<file path="config.mk">
export PLATFORM = sky130hd
export DESIGN_NAME = clock_page_replacer_top
export DESIGN_NICKNAME = d
export VERILOG_FILES = /design/src/design/cpr_pkg.sv /design/src/design/clock_page_replacer_top.sv /design/src/design/cpr_frame_ram.sv /design/src/design/cpr_ctrl.sv
export VERILOG_INCLUDE_DIRS = /design/src /design/src/design
export SDC_FILE = /design/constraint.sdc
export NUM_CORES = 1
export LEC_CHECK = 0
export ABC_CLOCK_PERIOD_IN_PS = 11700
export BUFFER_PORTS_ARGS = -buffer_cell sky130_fd_sc_hd__buf_4
export CAP_MARGIN = 20
export CORE_AREA = 2 2 217 134
export CTS_CLUSTER_DIAMETER = 60
export DETAILED_ROUTE_END_ITERATION = 10
export DIE_AREA = 0 0 219 136
export GPL_TIMING_DRIVEN = 0
export PLACE_DENSITY = 0.59
export SLEW_MARGIN = 10
export SYNTH_ARGS = -nofsm -noshare
export SYNTH_HDL_FRONTEND = slang
export SYNTH_SLANG_ARGS = --single-unit
</file>
<file path="constraint.sdc">
create_clock -name clk -period 11.7 [get_ports clk]
set_clock_uncertainty 0.1 [all_clocks]
set_input_delay 3.51 -clock clk [delete_from_list [all_inputs] [get_ports clk]]
set_output_delay 3.51 -clock clk [all_outputs]
set_load 0.02 [all_outputs]
</file>
<file path="src/design/clock_page_replacer_top_macros.svh">
// Assertion macros of the clock page replacer, used by cpr_ctrl.
`ifndef CLOCK_PAGE_REPLACER_TOP_MACROS_SVH
`define CLOCK_PAGE_REPLACER_TOP_MACROS_SVH

// Same-cycle implication, sampled on clk and idle during reset.
`define CPR_ASSERT_IMP(name, pre, post, msg) \
    name: assert property (@(posedge clk) disable iff (!rst_n) (pre) |-> (post)) \
        else $error(msg);

// Next-cycle implication, sampled on clk and idle during reset.
`define CPR_ASSERT_NXT(name, pre, post, msg) \
    name: assert property (@(posedge clk) disable iff (!rst_n) (pre) |=> (post)) \
        else $error(msg);

`endif

</file>
<file path="src/design/cpr_pkg.sv">
// Shared types and constants of the clock page replacer.
package cpr_pkg;

    localparam int FUNC_W         = 2;
    localparam int FRAME_W        = 6;
    localparam int COUNT_W        = 7;
    localparam int FRAME_SPAN     = 1 << FRAME_W;
    localparam int NUM_FRAMES_DEF = 64;

    localparam logic [FUNC_W-1:0] FUNC_VICTIM = 2'd0;
    localparam logic [FUNC_W-1:0] FUNC_PIN    = 2'd1;
    localparam logic [FUNC_W-1:0] FUNC_UNPIN  = 2'd2;

    // One frame entry of the ring.
    typedef struct packed {
        logic evictable;
        logic referenced;
    } entry_t;

    // Frame memory port controls.
    typedef struct packed {
        logic   re;
        logic   we;
        entry_t wdata;
    } ram_ctl_t;

endpackage

</file>
<file path="src/design/clock_page_replacer_top.sv">
// Steps: pin and unpin read the entry, update it in S_RMW and go to S_DONE; a victim
// request scans up to NUM_FRAMES entries, one per cycle, then passes S_EVICT and S_DONE.
// Throughput: one request at a time; the next request is taken once the result is queued.
// Reset: asynchronous, active low; afterwards a clearing pass zeroes every frame entry
// while no request is taken.
// Top level of the clock (second-chance) page replacer.
module clock_page_replacer_top #(
    parameter int NUM_FRAMES = cpr_pkg::NUM_FRAMES_DEF
) (
    input  logic                         clk,
    input  logic                         rst_n,
    input  logic                         in_valid,
    output logic                         in_ready,
    input  logic [cpr_pkg::FUNC_W-1:0]   func,
    input  logic [cpr_pkg::FRAME_W-1:0]  frame,
    output logic                         out_valid,
    input  logic                         out_ready,
    output logic                         victim_found,
    output logic [cpr_pkg::FRAME_W-1:0]  victim_frame,
    output logic [cpr_pkg::COUNT_W-1:0]  evictable_count
);
    import cpr_pkg::*;

    localparam int IDX_W = $clog2(NUM_FRAMES);

    ram_ctl_t          ram_ctl;
    logic [IDX_W-1:0]  ram_waddr;
    logic [IDX_W-1:0]  ram_raddr;
    entry_t            ram_rdata;

    cpr_frame_ram #(
        .NUM_FRAMES(NUM_FRAMES)
    ) u_ram (
        .clk   (clk),
        .ctl   (ram_ctl),
        .waddr (ram_waddr),
        .raddr (ram_raddr),
        .rdata (ram_rdata)
    );

    cpr_ctrl #(
        .NUM_FRAMES(NUM_FRAMES)
    ) u_ctrl (
        .clk             (clk),
        .rst_n           (rst_n),
        .in_valid        (in_valid),
        .in_ready        (in_ready),
        .func            (func),
        .frame           (frame),
        .out_valid       (out_valid),
        .out_ready       (out_ready),
        .victim_found    (victim_found),
        .victim_frame    (victim_frame),
        .evictable_count (evictable_count),
        .ram_ctl         (ram_ctl),
        .ram_waddr       (ram_waddr),
        .ram_raddr       (ram_raddr),
        .ram_rdata       (ram_rdata)
    );

endmodule

</file>
<file path="src/design/cpr_frame_ram.sv">
// Frame state memory: one write port and one registered read port.
module cpr_frame_ram #(
    parameter int NUM_FRAMES = 64,
    localparam int IDX_W = $clog2(NUM_FRAMES)
) (
    input  logic              clk,
    input  cpr_pkg::ram_ctl_t ctl,
    input  logic [IDX_W-1:0]  waddr,
    input  logic [IDX_W-1:0]  raddr,
    output cpr_pkg::entry_t   rdata
);
    import cpr_pkg::*;

    entry_t mem [NUM_FRAMES];
    entry_t rdata_reg;

    always_ff @(posedge clk)
    begin
        if (ctl.we)
        begin
            mem[waddr] <= ctl.wdata;
        end
        if (ctl.re)
        begin
            rdata_reg <= mem[raddr];
        end
    end

    assign rdata = rdata_reg;

endmodule

</file>
<file path="src/design/cpr_ctrl.sv">
// Sequencer of the clock page replacer: clearing pass, request decode, ring scan and result register.
`include "clock_page_replacer_top_macros.svh"

module cpr_ctrl #(
    parameter int NUM_FRAMES = 64,
    localparam int IDX_W = $clog2(NUM_FRAMES)
) (
    input  logic                           clk,
    input  logic                           rst_n,
    input  logic                           in_valid,
    output logic                           in_ready,
    input  logic [cpr_pkg::FUNC_W-1:0]     func,
    input  logic [cpr_pkg::FRAME_W-1:0]    frame,
    output logic                           out_valid,
    input  logic                           out_ready,
    output logic                           victim_found,
    output logic [cpr_pkg::FRAME_W-1:0]    victim_frame,
    output logic [cpr_pkg::COUNT_W-1:0]    evictable_count,
    output cpr_pkg::ram_ctl_t              ram_ctl,
    output logic [IDX_W-1:0]               ram_waddr,
    output logic [IDX_W-1:0]               ram_raddr,
    input  cpr_pkg::entry_t                ram_rdata
);
    import cpr_pkg::*;

    localparam logic [IDX_W-1:0] LAST_IDX = IDX_W'(NUM_FRAMES - 1);
    localparam int TOTAL_MAX = (NUM_FRAMES < FRAME_SPAN) ? NUM_FRAMES : FRAME_SPAN;

    typedef enum logic [2:0] {
        S_CLEAR,
        S_IDLE,
        S_RMW,
        S_SCAN,
        S_EVICT,
        S_DONE
    } state_t;

    state_t               state_reg, state_next;
    logic [IDX_W-1:0]     clr_idx_reg, clr_idx_next;
    logic [IDX_W-1:0]     hand_reg, hand_next;
    logic [COUNT_W-1:0]   total_reg, total_next;
    logic [IDX_W-1:0]     fidx_reg, fidx_next;
    logic                 unpin_reg, unpin_next;
    logic [IDX_W-1:0]     eval_idx_reg, eval_idx_next;
    logic [IDX_W-1:0]     iss_idx_reg, iss_idx_next;
    logic [IDX_W-1:0]     eval_cnt_reg, eval_cnt_next;
    logic                 cand_vld_reg, cand_vld_next;
    logic [IDX_W-1:0]     cand_reg, cand_next;
    logic [IDX_W-1:0]     vic_reg, vic_next;
    logic                 found_reg, found_next;
    logic                 out_valid_reg, out_valid_next;
    logic                 out_found_reg, out_found_next;
    logic [FRAME_W-1:0]   out_frame_reg, out_frame_next;
    logic [COUNT_W-1:0]   out_count_reg, out_count_next;

    logic [IDX_W-1:0]     step_in;
    logic [IDX_W-1:0]     step_out;
    logic [IDX_W-1:0]     frame_idx;
    logic                 frame_in_range;

    assign frame_idx      = IDX_W'(frame);
    assign frame_in_range = 32'(frame) < 32'(NUM_FRAMES);

    // The one ring stepper, shared by the clearing pass, the scan and the hand update.
    always_comb
    begin
        case (state_reg)
            S_CLEAR: step_in = clr_idx_reg;
            S_SCAN:  step_in = iss_idx_reg;
            S_EVICT: step_in = vic_reg;
            default: step_in = hand_reg;
        endcase
    end

    assign step_out = (step_in == LAST_IDX) ? '0 : step_in + 1'b1;

    always_comb
    begin
        state_next     = state_reg;
        clr_idx_next   = clr_idx_reg;
        hand_next      = hand_reg;
        total_next     = total_reg;
        fidx_next      = fidx_reg;
        unpin_next     = unpin_reg;
        eval_idx_next  = eval_idx_reg;
        iss_idx_next   = iss_idx_reg;
        eval_cnt_next  = eval_cnt_reg;
        cand_vld_next  = cand_vld_reg;
        cand_next      = cand_reg;
        vic_next       = vic_reg;
        found_next     = found_reg;
        out_valid_next = out_valid_reg;
        out_found_next = out_found_reg;
        out_frame_next = out_frame_reg;
        out_count_next = out_count_reg;
        ram_ctl        = '0;
        ram_waddr      = '0;
        ram_raddr      = '0;

        if (out_valid_reg && out_ready)
        begin
            out_valid_next = 1'b0;
        end

        case (state_reg)
            S_CLEAR:
            begin
                ram_ctl.we = 1'b1;
                ram_waddr  = clr_idx_reg;
                if (clr_idx_reg == LAST_IDX)
                begin
                    state_next = S_IDLE;
                end
                else
                begin
                    clr_idx_next = step_out;
                end
            end

            S_IDLE:
            begin
                if (in_valid)
                begin
                    found_next = 1'b0;
                    vic_next   = '0;
                    case (func)
                        FUNC_VICTIM:
                        begin
                            if (total_reg != '0)
                            begin
                                ram_ctl.re    = 1'b1;
                                ram_raddr     = hand_reg;
                                eval_idx_next = hand_reg;
                                iss_idx_next  = step_out;
                                eval_cnt_next = '0;
                                cand_vld_next = 1'b0;
                                state_next    = S_SCAN;
                            end
                            else
                            begin
                                state_next = S_DONE;
                            end
                        end
                        FUNC_PIN, FUNC_UNPIN:
                        begin
                            if (frame_in_range)
                            begin
                                ram_ctl.re = 1'b1;
                                ram_raddr  = frame_idx;
                                fidx_next  = frame_idx;
                                unpin_next = (func == FUNC_UNPIN);
                                state_next = S_RMW;
                            end
                            else
                            begin
                                state_next = S_DONE;
                            end
                        end
                        default:
                        begin
                            state_next = S_DONE;
                        end
                    endcase
                end
            end

            S_RMW:
            begin
                ram_waddr = fidx_reg;
                if (unpin_reg)
                begin
                    ram_ctl.we               = 1'b1;
                    ram_ctl.wdata.evictable  = 1'b1;
                    ram_ctl.wdata.referenced = 1'b1;
                    if (!ram_rdata.evictable)
                    begin
                        total_next = total_reg + 1'b1;
                    end
                end
                else if (ram_rdata.evictable)
                begin
                    ram_ctl.we               = 1'b1;
                    ram_ctl.wdata.evictable  = 1'b0;
                    ram_ctl.wdata.referenced = ram_rdata.referenced;
                    total_next               = total_reg - 1'b1;
                end
                state_next = S_DONE;
            end

            S_SCAN:
            begin
                // The read data belongs to eval_idx; the next frame is fetched meanwhile.
                ram_ctl.re = 1'b1;
                ram_raddr  = iss_idx_reg;
                ram_waddr  = eval_idx_reg;
                if (ram_rdata.evictable && !ram_rdata.referenced)
                begin
                    vic_next   = eval_idx_reg;
                    state_next = S_EVICT;
                end
                else
                begin
                    if (ram_rdata.evictable)
                    begin
                        ram_ctl.we               = 1'b1;
                        ram_ctl.wdata.evictable  = 1'b1;
                        ram_ctl.wdata.referenced = 1'b0;
                        if (!cand_vld_reg)
                        begin
                            cand_vld_next = 1'b1;
                            cand_next     = eval_idx_reg;
                        end
                    end
                    if (eval_cnt_reg == LAST_IDX)
                    begin
                        // A full pass found only referenced frames: take the first one cleared.
                        vic_next   = cand_vld_reg ? cand_reg : eval_idx_reg;
                        state_next = S_EVICT;
                    end
                    else
                    begin
                        eval_idx_next = iss_idx_reg;
                        iss_idx_next  = step_out;
                        eval_cnt_next = eval_cnt_reg + 1'b1;
                    end
                end
            end

            S_EVICT:
            begin
                ram_ctl.we = 1'b1;
                ram_waddr  = vic_reg;
                total_next = total_reg - 1'b1;
                hand_next  = step_out;
                found_next = 1'b1;
                state_next = S_DONE;
            end

            S_DONE:
            begin
                if (!out_valid_reg || out_ready)
                begin
                    out_valid_next = 1'b1;
                    out_found_next = found_reg;
                    out_frame_next = FRAME_W'(vic_reg);
                    out_count_next = total_reg;
                    state_next     = S_IDLE;
                end
            end

            default:
            begin
                state_next = S_IDLE;
            end
        endcase
    end

    always_ff @(posedge clk or negedge rst_n)
    begin
        if (!rst_n)
        begin
            state_reg     <= S_CLEAR;
            clr_idx_reg   <= '0;
            hand_reg      <= '0;
            total_reg     <= '0;
            out_valid_reg <= 1'b0;
        end
        else
        begin
            state_reg     <= state_next;
            clr_idx_reg   <= clr_idx_next;
            hand_reg      <= hand_next;
            total_reg     <= total_next;
            out_valid_reg <= out_valid_next;
        end
    end

    always_ff @(posedge clk)
    begin
        fidx_reg      <= fidx_next;
        unpin_reg     <= unpin_next;
        eval_idx_reg  <= eval_idx_next;
        iss_idx_reg   <= iss_idx_next;
        eval_cnt_reg  <= eval_cnt_next;
        cand_vld_reg  <= cand_vld_next;
        cand_reg      <= cand_next;
        vic_reg       <= vic_next;
        found_reg     <= found_next;
        out_found_reg <= out_found_next;
        out_frame_reg <= out_frame_next;
        out_count_reg <= out_count_next;
    end

    assign in_ready        = (state_reg == S_IDLE);
    assign out_valid       = out_valid_reg;
    assign victim_found    = out_found_reg;
    assign victim_frame    = out_frame_reg;
    assign evictable_count = out_count_reg;

    `CPR_ASSERT_IMP(a_total_bound, 1'b1, 32'(total_reg) <= 32'(TOTAL_MAX),
        "evictable total exceeds the number of addressable frames")
    `CPR_ASSERT_IMP(a_evict_nonempty, state_reg == S_EVICT, total_reg != '0,
        "eviction started with no evictable frame")
    `CPR_ASSERT_IMP(a_victim_range, out_valid_reg && out_found_reg,
        32'(out_frame_reg) < 32'(NUM_FRAMES), "victim frame outside the ring")
    `CPR_ASSERT_IMP(a_no_victim_zero, out_valid_reg && !out_found_reg, out_frame_reg == '0,
        "victim frame nonzero without a victim")

endmodule

</file>
After elaboration in Yosys (flattened, before gate mapping)
Memories as Yosys holds them, arrays and structs flattened. A register that Yosys moved wholly into a read port is not among the register bits.
Cells that the tools add are included.
- register bits: 76
- latch bits: 0
- bits in writable memories: 128
- ROM bits: 0
- output and inout port bits: 16
- word-level logic and storage cells: 134
- memories: 1
- $add $sub $neg: 4
- multipliers: 0
- divide/modulo/power cells: 0
- order comparisons: 0
- eq/ne operators: 21
- shift-type cells: 0
- muxes and demuxes: 65
- bitwise logic cells: 2
- reductions and logical operators: 24
- memories (name ; depth ; bits a word ; rd ports ; clocked after memory_dff ; wr ports ; line ; text):
    u_ram.mem ; 64 ; 2 ; 1 ; 1 ; 1 ; cpr_frame_ram.sv:14 ; entry_t mem [NUM_FRAMES];
- operators with widths (cell ; count):
    6-bit two-way mux ; 22
    6-bit one-hot mux with 2 select lines ; 6
    3-bit two-way mux ; 10
    6-bit one-hot mux with 4 select lines ; 1
    7-bit two-way mux ; 3
    6-bit == test, second input constant ; 3
    6-bit one-hot mux with 3 select lines ; 1
    3-bit one-hot mux with 5 select lines ; 1
    7-bit one-hot mux with 2 select lines ; 1
    1-bit two-way mux ; 13
    6-bit by 1-bit adder with 6-bit output, second input constant ; 2
    3-bit AND reduction ; 4
    6-bit AND reduction ; 2
    2-bit by 1-bit != test with 1-bit output, second input constant ; 4
    2-bit != test, second input constant ; 4
    1-bit one-hot mux with 2 select lines ; 4
    7-bit by 1-bit adder with 7-bit output, second input constant ; 1
    7-bit nonzero test ; 1
    7-bit by 1-bit subtractor with 7-bit output, second input constant ; 1
    3-bit by 2-bit == test with 1-bit output, second input constant ; 2
    3-bit == test, second input constant ; 2
    3-bit one-hot mux with 2 select lines ; 1
    2-bit AND reduction ; 3
    2-bit nonzero test ; 3
    16 further kinds ; 21

Depth between registers and ports, before layout
Gate-level depths: netlist (run 1).
- depth in word-level cells: 8
- mapped depth: 13
- gate-level depth less buffers: 10

Modules after synthesis
A second synthesis (run 1) with hierarchy kept.
- cells, all modules: 682
- area, all modules: 9480.3 µm²
- by module, submodules not included (module ; times used ; cells an instance ; area an instance (µm²)):
    cpr_frame_ram ; 1 ; 315 ; 5509.0
    cpr_ctrl ; 1 ; 367 ; 3971.3

Worst setup path before layout (run 1)
No wires, ideal clock.
- kind: in2reg
- start point: input port func[0] (netlist bit)
- end point: register, netlist name u_ram.rdata[0]
- arrival: 5.774 ns
- data required time: 11.328 ns
- setup slack: 5.554 ns
- stages: 9
- path buffers: 2
- path through: inv_1 > ha_1 > clkbuf_1 > a22oi_1 > a211o_2 > buf_4 > mux4_1 > a2111oi_2 > a211oi_2
- word-level cells in the longest chain between the ends: 5
- elaborated cells between the ends (all ways): 10
- RTL lines (what ; line ; text):
    from (decl) ; clock_page_replacer_top.sv:14 ; input logic [cpr_pkg::FUNC_W-1:0] func,
    2-bit by 1-bit == test with 1-bit output / 2-bit == test (equally long branches) ; cpr_ctrl.sv:126 ; case (func)
    2-bit OR reduction ; cpr_ctrl.sv:126 ;
    6-bit one-hot mux with 2 select lines / 1-bit one-hot mux with 2 select lines (equally long branches) ; cpr_ctrl.sv:126 ;
    6-bit two-way mux / 1-bit two-way mux (equally long branches) ; cpr_ctrl.sv:122 ; if (in_valid)
    6-bit one-hot mux with 2 select lines / 1-bit one-hot mux with 2 select lines (equally long branches) ; cpr_ctrl.sv:105 ; case (state_reg)
Several ways; a longest one is shown, not always the timed one.
A chain may end at the register's enable or synchronous reset.

Final worst setup path (run 1)
- start point: input port func[0] (netlist bit)
- end point: register, netlist name u_ram.rdata[1]
- word-level cells in the longest chain between the ends: 5
- elaborated cells between the ends (all ways): 10
- RTL lines (what ; line):
    2-bit by 1-bit == test with 1-bit output / 2-bit == test (equally long branches) ; cpr_ctrl.sv:126
    2-bit OR reduction ; cpr_ctrl.sv:126
    6-bit one-hot mux with 2 select lines / 1-bit one-hot mux with 2 select lines (equally long branches) ; cpr_ctrl.sv:126
    6-bit two-way mux / 1-bit two-way mux (equally long branches) ; cpr_ctrl.sv:122
    6-bit one-hot mux with 2 select lines / 1-bit one-hot mux with 2 select lines (equally long branches) ; cpr_ctrl.sv:105
Several ways; a longest one is shown, not always the timed one.

==> results of run 1 <==
==> logic make-up (layout without fill, tap and decap cells) <==
logic type	after synthesis	after routing	share of synthesized area, %
AND/OR/NAND/NOR	304	304	14.8
flip-flops	206	206	63.3
AO/OA/AOI/OAI	145	145	10.9
buffers and inverters	52	123	2.67
multiplexers	46	46	6.08
XOR/XNOR	14	14	1.28
adder cells (fa/ha/maj)	7	7	0.913
==> synthesized netlist by cell type, drive strengths merged (3+ instances only) <==
| cell | instances | area share, % |
|---|---|---|
| o21a | 6 | 0.47 |
| dfrtp | 23 | 6.0 |
| nor2 | 105 | 4.1 |
| or3 | 7 | 0.46 |
| o31ai | 4 | 0.31 |
| a211o | 3 | 0.29 |
| a2bb2oi | 4 | 0.37 |
| o21ai | 27 | 1.5 |
| mux4 | 8 | 2.0 |
| xor2 | 7 | 0.64 |
| clkbuf | 23 | 0.90 |
| or2 | 5 | 0.33 |
| o221ai | 5 | 0.46 |
| a21oi | 22 | 1.1 |
| and2 | 4 | 0.26 |
| and3 | 17 | 1.2 |
| nand2b | 13 | 0.85 |
| nor4b | 3 | 0.27 |
| ha | 7 | 0.91 |
| a211oi | 15 | 1.3 |
| o31a | 3 | 0.27 |
| a31oi | 7 | 0.46 |
| a2111oi | 4 | 0.43 |
| nand4 | 4 | 0.26 |
| nand2 | 96 | 3.9 |
| nand3 | 27 | 1.4 |
| nor3 | 4 | 0.21 |
| mux2 | 12 | 1.4 |
| edfxtp | 183 | 57 |
| a22oi | 7 | 0.55 |
| buf | 15 | 1.2 |
| mux2i | 26 | 2.7 |
| inv | 14 | 0.55 |
| xnor2 | 7 | 0.64 |
| a311oi | 9 | 0.82 |
| nor2b | 9 | 0.59 |
| o211ai | 9 | 0.76 |
| nand3b | 4 | 0.44 |
==> path summary, 6_finish.rpt <==
path	from	to	depth (start not counted)
worst max-delay path	func[0]	u_ram.rdata[1]$_DFFE_PP_	12
worst min-delay path	u_ctrl.found_reg$_DFFE_PP_	u_ctrl.victim_found$_DFFE_PP_	0
worst max register to register	u_ctrl.total_reg[3]$_DFFE_PN0P_	u_ram.rdata[1]$_DFFE_PP_	7
worst min register to register	u_ctrl.found_reg$_DFFE_PP_	u_ctrl.victim_found$_DFFE_PP_	0
max in group asynchronous	rst_n	u_ctrl.out_valid$_DFF_PN0_	1
min in group asynchronous	rst_n	u_ctrl.state_reg[1]$_DFFE_PN0P_	1
==> where the power goes <==
| group | switching, mW | internal (mW) | leakage (nW) |
|---|---|---|---|
| clock | 0.290 | 0.395 | 0.332 |
| sequential | 0.00000000000000000793 | 0.789 | 1.64 |
| combinational | 0.00862 | 0.00504 | 1.65 |
==> stage by stage <==
step	power, mW	instances	util (%)	setup slack, ns
floorplan	0.811	774	-	5.55
global placement	0.818	1176	36.7	4.17
detailed placement	0.819	1184	37.2	4.50
CTS	1.50	1220	39.6	5.03
global route	1.53	1220	39.6	4.67
finish	1.49	1220	39.6	4.82
==> placed cells by master (no fill, tap or decap), types with 4 or more instances in the layout <==
master,synthesis,final
a22oi_1,7,7
mux4_2,6,6
or3_1,7,7
clkbuf_16,0,21
mux2i_1,26,26
o221ai_1,5,5
nor2b_1,9,8
inv_1,13,13
buf_6,6,9
or2_2,5,5
xnor2_1,7,7
a211oi_1,13,13
a21oi_1,22,21
nor2_1,104,104
clkbuf_1,23,25
nand4_1,4,4
and2_1,4,4
nand3_1,27,27
xor2_1,7,7
buf_2,4,4
nand2_1,94,94
a31oi_1,7,7
clkinv_2,0,4
dfrtp_1,23,23
a2bb2oi_1,4,4
o31ai_1,4,4
o211ai_1,8,8
nand2b_1,13,13
buf_4,3,31
o21ai_0,24,23
edfxtp_1,183,183
a311oi_1,9,9
o21a_1,6,6
ha_1,7,7
mux2_2,12,12
and3_1,16,16
==> area by class of cell <==
type	count	area (sq um)
Buffer	38	204
Clock buffer	23	533
Clock inverter	13	146
Fill cell	2701	16900
Inverter	14	52.6
Multi-Input combinational cell	516	3290
Sequential cell	206	6070
Tap cell	375	469
Timing Repair Buffer	35	322
==> routing by layer <==
| metal | track usage (%) | vias to the layer above | wire, um |
|---|---|---|---|
| met1 | 31.4 | 3369 | 13800 |
| met2 | 22.2 | 341 | 9730 |
| met5 | 0 | - | 0 |
| met3 | 5.88 | 34 | 3160 |
| li1 | - | 3023 | - |
| met4 | 3.19 | 0 | 353 |
==> metrics, run 1 <==
status=completed; depth of the CTS H-tree=1; worst vdd ir=a little under 0.08 mV; Fin Hold WS=0.368 ns; Critical Path Fanout Max=10; FP Rows=48; CTS buffer count=20; Most used DFF post-synth=edfxtp_1; Post-synth EDFFs=between 150 and 200; CORE AREA=0.0280 sq mm; # resized after CTS=0; CTS root buf=clkbuf_16; CTS tree=done; max_cap viols=0; Cell Area, Synth=0.00959 sq mm; antenna violations before repair=0; layout cells sized above 1=14.2%; Post-Route WL=27.0 mm; Routed WL per cell=22.2 um; CP bufs+invs=4; CP top delay family=compound AO/OA/AOI/OAI gates; average size of a mapped cell=12.4 sq um; Die Y=~140 um; GR Util All Layers=18.6%; crit end category=flop; largest net degree at the start of global routing=34; hold_buf cts=0; DP Area=0.0104 sq mm; CTS sink cnt=roughly 210; DRC viols=0; post-DR vias/cell=5.55; Worst Tran Pin Value=approximately 0.90 ns; vias in the first global route=6222; FF+latch count, synth=206; # IOs=28; kind of critical path=primary input to flop; Leak=3.62 nW; post-synthesis cell count=774; IO buf count=27; GRT Residual Overflow=0; warnings from Yosys=0; critical path required time=11.84 ns; Iter 0 DRT Violations=roughly 1000; CP Data Arrival Time=around 7.0 ns; DP HPWL=roughly 20 mm; # setup viols final=0; Area Overhead vs Synth=15.6%; clock-pin slew on the worst setup and hold paths=roughly 0.070 ns; vias=6767; reg-to-reg slack, setup=7.84 ns; global-route wire length before repair=40.6 mm; Power per Cell Area=134 mW/mm^2; Post-synth ARST share=approximately 11%; FMAX=0.145 GHz; die width=219 um; drt pass-1 iters=5; critical path cell sequence=buf_4 -> inv_1 -> ha_1 -> clkbuf_1 -> a22oi_1 -> a211o_2 -> buf_4 -> nand2_1 -> a21oi_1 -> a2111oi_0 -> a21boi_0 -> nor4_1; n_diodes=0; most frequent CP cell=buf_4; HP Class=flop to flop; post-synth cell types=74; Initial Utilization=between 30% and 40%; startpoint types=primary input; CTS max path bufs=3; period utilization=58.8%; Antenna Nets Post-Route=0; global placer's final weighted congestion=between 0.9 and 1; Fin Setup TNS=0 ns; die area=0.0298 sq mm; fin crit period=6.88 ns; max reg flops=roughly 130; Total Nets Final=850; post-route cell area=0.0111 sq mm; clock latency at the later pin of the worst-skew pair=0.52 ns; crit-path max cell delay=0.58 ns; Seq/Total Area, Yosys=between 60% and 70%; syn nets=just under 800; Post-CTS Setup Repair Bufs=0; Slew Limit Fails=0; RSZ-0062 raised after global routing=no; Slew HR=39.7%; CP max-delay cell=a2111oi_0; Final Hold Vio Count=0
Power figures use the tool's default switching activity.
==> run 2: changes to the inputs <==
ABC_AREA = 1   (was default)
ABC_CLOCK_PERIOD_IN_PS = 6550   (was 11700)
CORE_AREA = 2 2 220 135   (was 2 2 217 134)
DIE_AREA = 0 0 222 137   (was 0 0 219 136)
clock period = 6.55 ns   (was 11.7 ns; I/O delays follow)
==> run 2 against run 1 <==
Area after synthesis is 2.2% higher. Die area is 2.1% higher. Non-clock buffer count is 5 lower. Sequential cell count stayed put. Core utilization is 0.14 points higher. Sequential power is 140% higher. Critical endpoint unchanged. Largest power group unchanged.
==> metrics, run 2 <==
antenna violations before repair=0; Power Total=4.83 mW; grt met1 use=30.5%; # setup viols final=0; global-route wire length before repair=42.8 mm; average size of a mapped cell=9.94 sq um; GR Util All Layers=19.0%; Critical Path Fanout Max=9; most frequent CP cell=nand3_1; Slew Limit Fails=0; Initial Utilization=34.5%; Fin Setup TNS=0 ns; Routed WL per cell=19.6 um; Die Y=~140 um; Post-Route WL=between 20 and 30 mm; Slew HR=50.5%; startpoint types=primary input; met2 usage=23.3%; global placer's final weighted congestion=0.909; critical path cell sequence=buf_4 -> inv_1 -> ha_1 -> nand2_1 -> o21ai_0 -> a21oi_2 -> inv_1 -> nand3_1 -> nand3_1 -> nand3_1 -> nand2_1; met3 Track Usage GR=about 7.1%; Post-synth EDFFs=183; DP HPWL=20.3 mm; crit end category=flop; clock-pin slew on the worst setup and hold paths=0.06 ns; # resized after CTS=0; Critical Path Sink=u_ram.rdata[1]$_DFFE_PP_; Antenna Nets Post-Route=0; post-synthesis cell count=986; post-DR vias/cell=5.22; reg-to-reg startpoint=u_ctrl.total_reg[0]$_DFFE_PN0P_; Yosys top cell area share=56.1%; syn nets=around 1000; post-synth cell types=47; GRT Residual Overflow=0; kind of critical path=primary input to flop; CP Depth=11; period utilization=slightly above 60%; CTS root buf=clkbuf_16; die width=roughly 220 um; fin worst setup slack=2.48 ns; vias in the first global route=~7000; layout cells sized above 1=between 10 and 15%; max_cap viols=0; CP max-delay cell=a21oi_2; largest net degree at the start of global routing=39; Place WS=2.06 ns; most frequent cells in the layout=237 x nand2_1, 183 x edfxtp_1, 152 x nand3_1; # IOs=28; CP bufs+invs=3; Most used DFF post-synth=edfxtp_1; crit-path max cell delay=~0.59 ns; Power per Cell Area=about 430 mW/mm^2; depth of the CTS H-tree=1; multi-input logic area=roughly 0.0031 sq mm; warnings from Yosys=0; CORE AREA=0.0284 sq mm; worst vdd ir=0.160 mV; max reg flops=about 130; Cell Area, Synth=just under 0.01 sq mm; CP Data Arrival Time=4.22 ns; Worst Tran Pin Value=0.739 ns; Synth area leaders=edfxtp_1 56%, nand2_1 9.1%, nand3_1 7.8%; status=completed; Area Overhead vs Synth=15.2%; sequential cell area=0.00607 sq mm; gr busiest metal=met1; HP Class=flop to flop; CTS sink cnt=just over 200; CTS buffer count=21; vias=7467; RSZ-0062 raised after global routing=no; Non-Filler Instances=1430; reg-to-reg slack, setup=around 3 ns; placed cells=1393; commonest cells in the netlist=237 x nand2_1, 183 x edfxtp_1, 152 x nand3_1; Total Nets Final=1060; CTS max path bufs=3; most common cell after layout, fill and taps aside=nand2_1; die area=0.0304 sq mm; critical path required time=6.70 ns; most frequent cell after synthesis=nand2_1; FF-to-FF End=u_ram.rdata[1]$_DFFE_PP_; FP Rows=48; CTS tree=done; hold_buf cts=0; Final Hold Vio Count=0; fill count=~2800; FF+latch count, synth=206; worst setup path start=func[0]; area leader, netlist=edfxtp_1; DRC viols=0; fin crit period=4.07 ns; drt pass-1 iters=5; clock latency at the later pin of the worst-skew pair=0.51 ns; Leak=roughly 4.5 nW; r2r worst-path depth=13; Seq/Total Area, Yosys=about three fifths; Iter 0 DRT Violations=978; n_diodes=0; CP top delay family=compound AO/OA/AOI/OAI gates; IO buf count=27; Post-CTS Setup Repair Bufs=0; FMAX=0.246 GHz; Post-synth ARST share=11.2%
## run 2: cell count changes after synthesis, moves of 13 or more
cell and change:
and3_1 -16, clkbuf_1 -15, inv_1 +88, mux2i_1 -26, nand2_1 +143, nand2b_1 -13
nand3_1 +125
## run 2: power by group
group | switching (mW) | leakage (nW) | internal (mW)
clock | 0.508 | 0.344 | 0.759
combinational | 1.18 | 2.13 | 0.478
sequential | 0.168 | 2.02 | 1.74
## run 2: logic make-up after synthesis
kind of cell | after synthesis | synth area share, %
simple gates | 544 | 24.7
fa+ha+maj | 7 | 0.894
xor+xnor | 6 | 0.536
buf+inv | 144 | 6.47
compound gates | 74 | 4.88
flops | 206 | 61.9
mux | 5 | 0.574
## run 2: worst min path at each step
| stage | from | to | slack (ns) | cells after the start |
|---|---|---|---|---|
| after global routing | u_ctrl.vic_reg[5]$_SDFFCE_PN0P_ | u_ctrl.victim_frame[5]$_DFFE_PP_ | 0.35 | 0 |
| after CTS | u_ctrl.vic_reg[5]$_SDFFCE_PN0P_ | u_ctrl.victim_frame[5]$_DFFE_PP_ | 0.34 | 0 |
| after global placement | u_ctrl.vic_reg[5]$_SDFFCE_PN0P_ | u_ctrl.victim_frame[5]$_DFFE_PP_ | 0.34 | 0 |
| after detailed placement | u_ctrl.vic_reg[5]$_SDFFCE_PN0P_ | u_ctrl.victim_frame[5]$_DFFE_PP_ | 0.33 | 0 |
| after floorplan | u_ctrl.found_reg$_DFFE_PP_ | u_ctrl.victim_found$_DFFE_PP_ | 0.30 | 0 |
| final | u_ctrl.vic_reg[5]$_SDFFCE_PN0P_ | u_ctrl.victim_frame[5]$_DFFE_PP_ | 0.34 | 0 |
## run 2: per-layer routing
layer	part of all wire, %	up-vias
li1	-	3454
met1	50	3602
met2	35	377
met3	14	34
met4	1.5	0
met5	0	-
## run 2: layout make-up
cell class                      count  share of cell area [%]
Clock inverter                     11                    1.40
Clock buffer                       26                    4.91
Tap cell                          375                    4.16
Inverter                          108                    3.61
Sequential cell                   206                    53.8
Timing Repair Buffer               32                    2.56
Multi-Input combinational cell    636                    27.6
Buffer                             36                    2.01
## run 2: worst reg2reg max path, stage by stage (launching register included)
cell and delay [ns]:
dfrtp_1 0.39, inv_1 0.15, ha_1 0.19, inv_1 0.06
nor2_1 0.09, nand3_1 0.28, nand2_1 0.34, o21ai_0 0.15
a21oi_2 0.59, inv_1 0.35, nand3_1 0.23, nand3_1 0.11
nand3_1 0.11, nand2_1 0.10
## run 2: metrics by stage
step,hold slack (ns),cell area [sq um],util (%)
after global placement,0.336,10500,36.9
after global routing,0.349,11300,39.8
after CTS,0.344,11300,39.8
after detailed placement,0.333,10600,37.2
final,0.343,11300,39.8
after floorplan,0.300,9800,-
==> run 3: changes to the inputs <==
ABC_CLOCK_PERIOD_IN_PS = 4100   (was 6550)
clock period = 4.1 ns   (was 6.55 ns; I/O delays follow)
==> run 3 against run 2 <==
Clock power is 51% higher. Die area stayed put. Hold slack better by 0.037 ns. Sequential cell count unchanged. Cell area fell by 0.19%. Total power up 57%. Core utilization is 0.075 points lower.
==> metrics, run 3 (synthesis gave the netlist of run 2 again) <==
Worst Tran Pin Value=0.877 ns; worst vdd ir=0.331 mV; worst setup path start=func[0]; # setup viols final=0; global placer's final weighted congestion=0.932; NetSw=2.97 mW; clock share of power=25.3%; critical path cell sequence=buf_4 -> inv_1 -> ha_1 -> nand2_1 -> o21ai_0 -> nand2_1 -> nand2_2 -> buf_1 -> nand3_1 -> nand3_1 -> nand3_1 -> nand3_1 -> nand2_1; die width=around 220 um; layout cells sized above 1=between 10 and 15%; clock-pin slew on the worst setup and hold paths=0.07 ns; max_cap viols=0; IO buf count=27; Place WS=slightly above 0.3 ns; Top Metal Used=met4; Fin Hold WS=~0.38 ns; Antenna Nets Post-Route=0; global-route wire length before repair=42.5 mm; CORE AREA=0.0284 sq mm; status=completed; most frequent cells in the layout=237 x nand2_1, 183 x edfxtp_1, 152 x nand3_1; GRT Residual Overflow=0; r2r worst-path depth=16; RSZ-0062 raised after global routing=no; fin worst setup slack=0.656 ns; Cell Int Power=about 4.6 mW; WL met2=around 10 mm; startpoint types=primary input; clock latency at the later pin of the worst-skew pair=0.53 ns; Power per Cell Area=674 mW/mm^2; HP Class=flop to flop; sequential share of power=about two fifths; most frequent CP cell=nand3_1; Slew HR=41.4%; # resized after CTS=0; Initial Utilization=34.5%; Area Overhead vs Synth=15.0%; hold_buf cts=0; reg-to-reg startpoint=u_ctrl.total_reg[0]$_DFFE_PN0P_; depth of the CTS H-tree=1; CP max-delay cell=buf_1; fin crit period=3.44 ns; largest net degree at the start of global routing=36; crit end category=flop; CTS buffer count=21; critical path required time=4.27 ns; combinational share of power=34.5%; Post-CTS Setup Repair Bufs=0; M1 WL=13.5 mm; hold path start=u_ctrl.found_reg$_DFFE_PP_; max reg flops=128; post-DR vias/cell=approximately 5.3; FP Rows=48; WL met3=between 4 and 5 mm; CTS root buf=clkbuf_16; DRC viols=0; Slew Limit Fails=0; DP Area=~0.011 sq mm; vias=between 7000 and 8000; reg-to-reg slack, setup=0.73 ns; Iter 0 DRT Violations=about 1000; FMAX=0.290 GHz; kind of critical path=primary input to flop; CP Data Arrival Time=3.61 ns; post-route cell area=between 0.01 and 0.015 sq mm; period utilization=about 84%; Die Y=137 um; vias in the first global route=between 6000 and 7000; Post-Route WL=28.2 mm; fill count=2806; Leak=4.48 nW; Final Hold Vio Count=0; Total Nets Final=roughly 1100; Critical Path Fanout Max=10; drt pass-1 iters=5; n_diodes=0; # IOs=28; Switching Fraction=39.1%; CTS sink cnt=between 200 and 250; CTS max path bufs=3; CP bufs+invs=3; antenna violations before repair=0; GR Util All Layers=18.9%; CP top delay family=simple AND/OR/NAND/NOR gates; Routed WL per cell=19.7 um; DP HPWL=approximately 21 mm; CP Depth=13; die area=0.0304 sq mm; CTS tree=done; crit-path max cell delay=around 0.5 ns; most common cell after layout, fill and taps aside=nand2_1; hold path depth=0
==> run 3: cell types whose count changed in the layout (fill, tap and decap cells not counted), sizes merged <==
| cell | before | now |
|---|---|---|
| clkinv | 5 | 10 |
| clkinvlp | 1 | 2 |
| bufinv | 4 | 2 |
| clkbuf | 34 | 31 |
==> run 3: final timing paths <==
check / endpoint
max in group asynchronous: u_ctrl.hand_reg[3]$_DFFE_PN0P_
max: u_ram.rdata[0]$_DFFE_PP_
min reg2reg: u_ctrl.victim_found$_DFFE_PP_
min in group asynchronous: u_ctrl.hand_reg[5]$_DFFE_PN0P_
max reg2reg: u_ram.rdata[0]$_DFFE_PP_
min: u_ctrl.victim_found$_DFFE_PP_
==> run 3: per-stage QoR <==
stage | power, mW | utilization (%) | cells | setup TNS, ns
3_5_place_dp | 5.63 | 37.3 | 1392 | 0
3_3_place_gp | 5.56 | 36.9 | 1388 | -160.26
4_1_cts | 7.55 | 39.6 | 1430 | 0
5_1_grt | 8.00 | 39.7 | 1431 | 0
2_1_floorplan | 4.68 | - | 986 | 0
6_report | 7.59 | 39.7 | 1431 | 0
==> run 3: layout make-up <==
cell class              instances  area, sq um  area share [%]
clock buffers                  23          533            4.73
plain buffers                  36          226            2.01
well taps                     375          469            4.16
repair buffers                 32          308            2.73
clock inverters                15          139            1.23
multi-input cells             636         3120            27.7
inverters                     108          408            3.62
flip-flops and latches        206         6070            53.9
==> run 3: power by group through the flow <==
stage	logic (mW)	clock network (mW)	registers, mW
floorplan	1.63	0	3.05
global placement	2.47	0	3.09
detailed placement	2.55	0	3.08
CTS	2.56	1.95	3.04
global route	2.88	2.04	3.09
finish	2.62	1.92	3.05
==> run 3: layer usage <==
metal	up-vias	track usage (%)
met5	-	0
met4	0	3.08
met3	38	7.21
met2	398	24.2
met1	3649	29.7
li1	3464	-
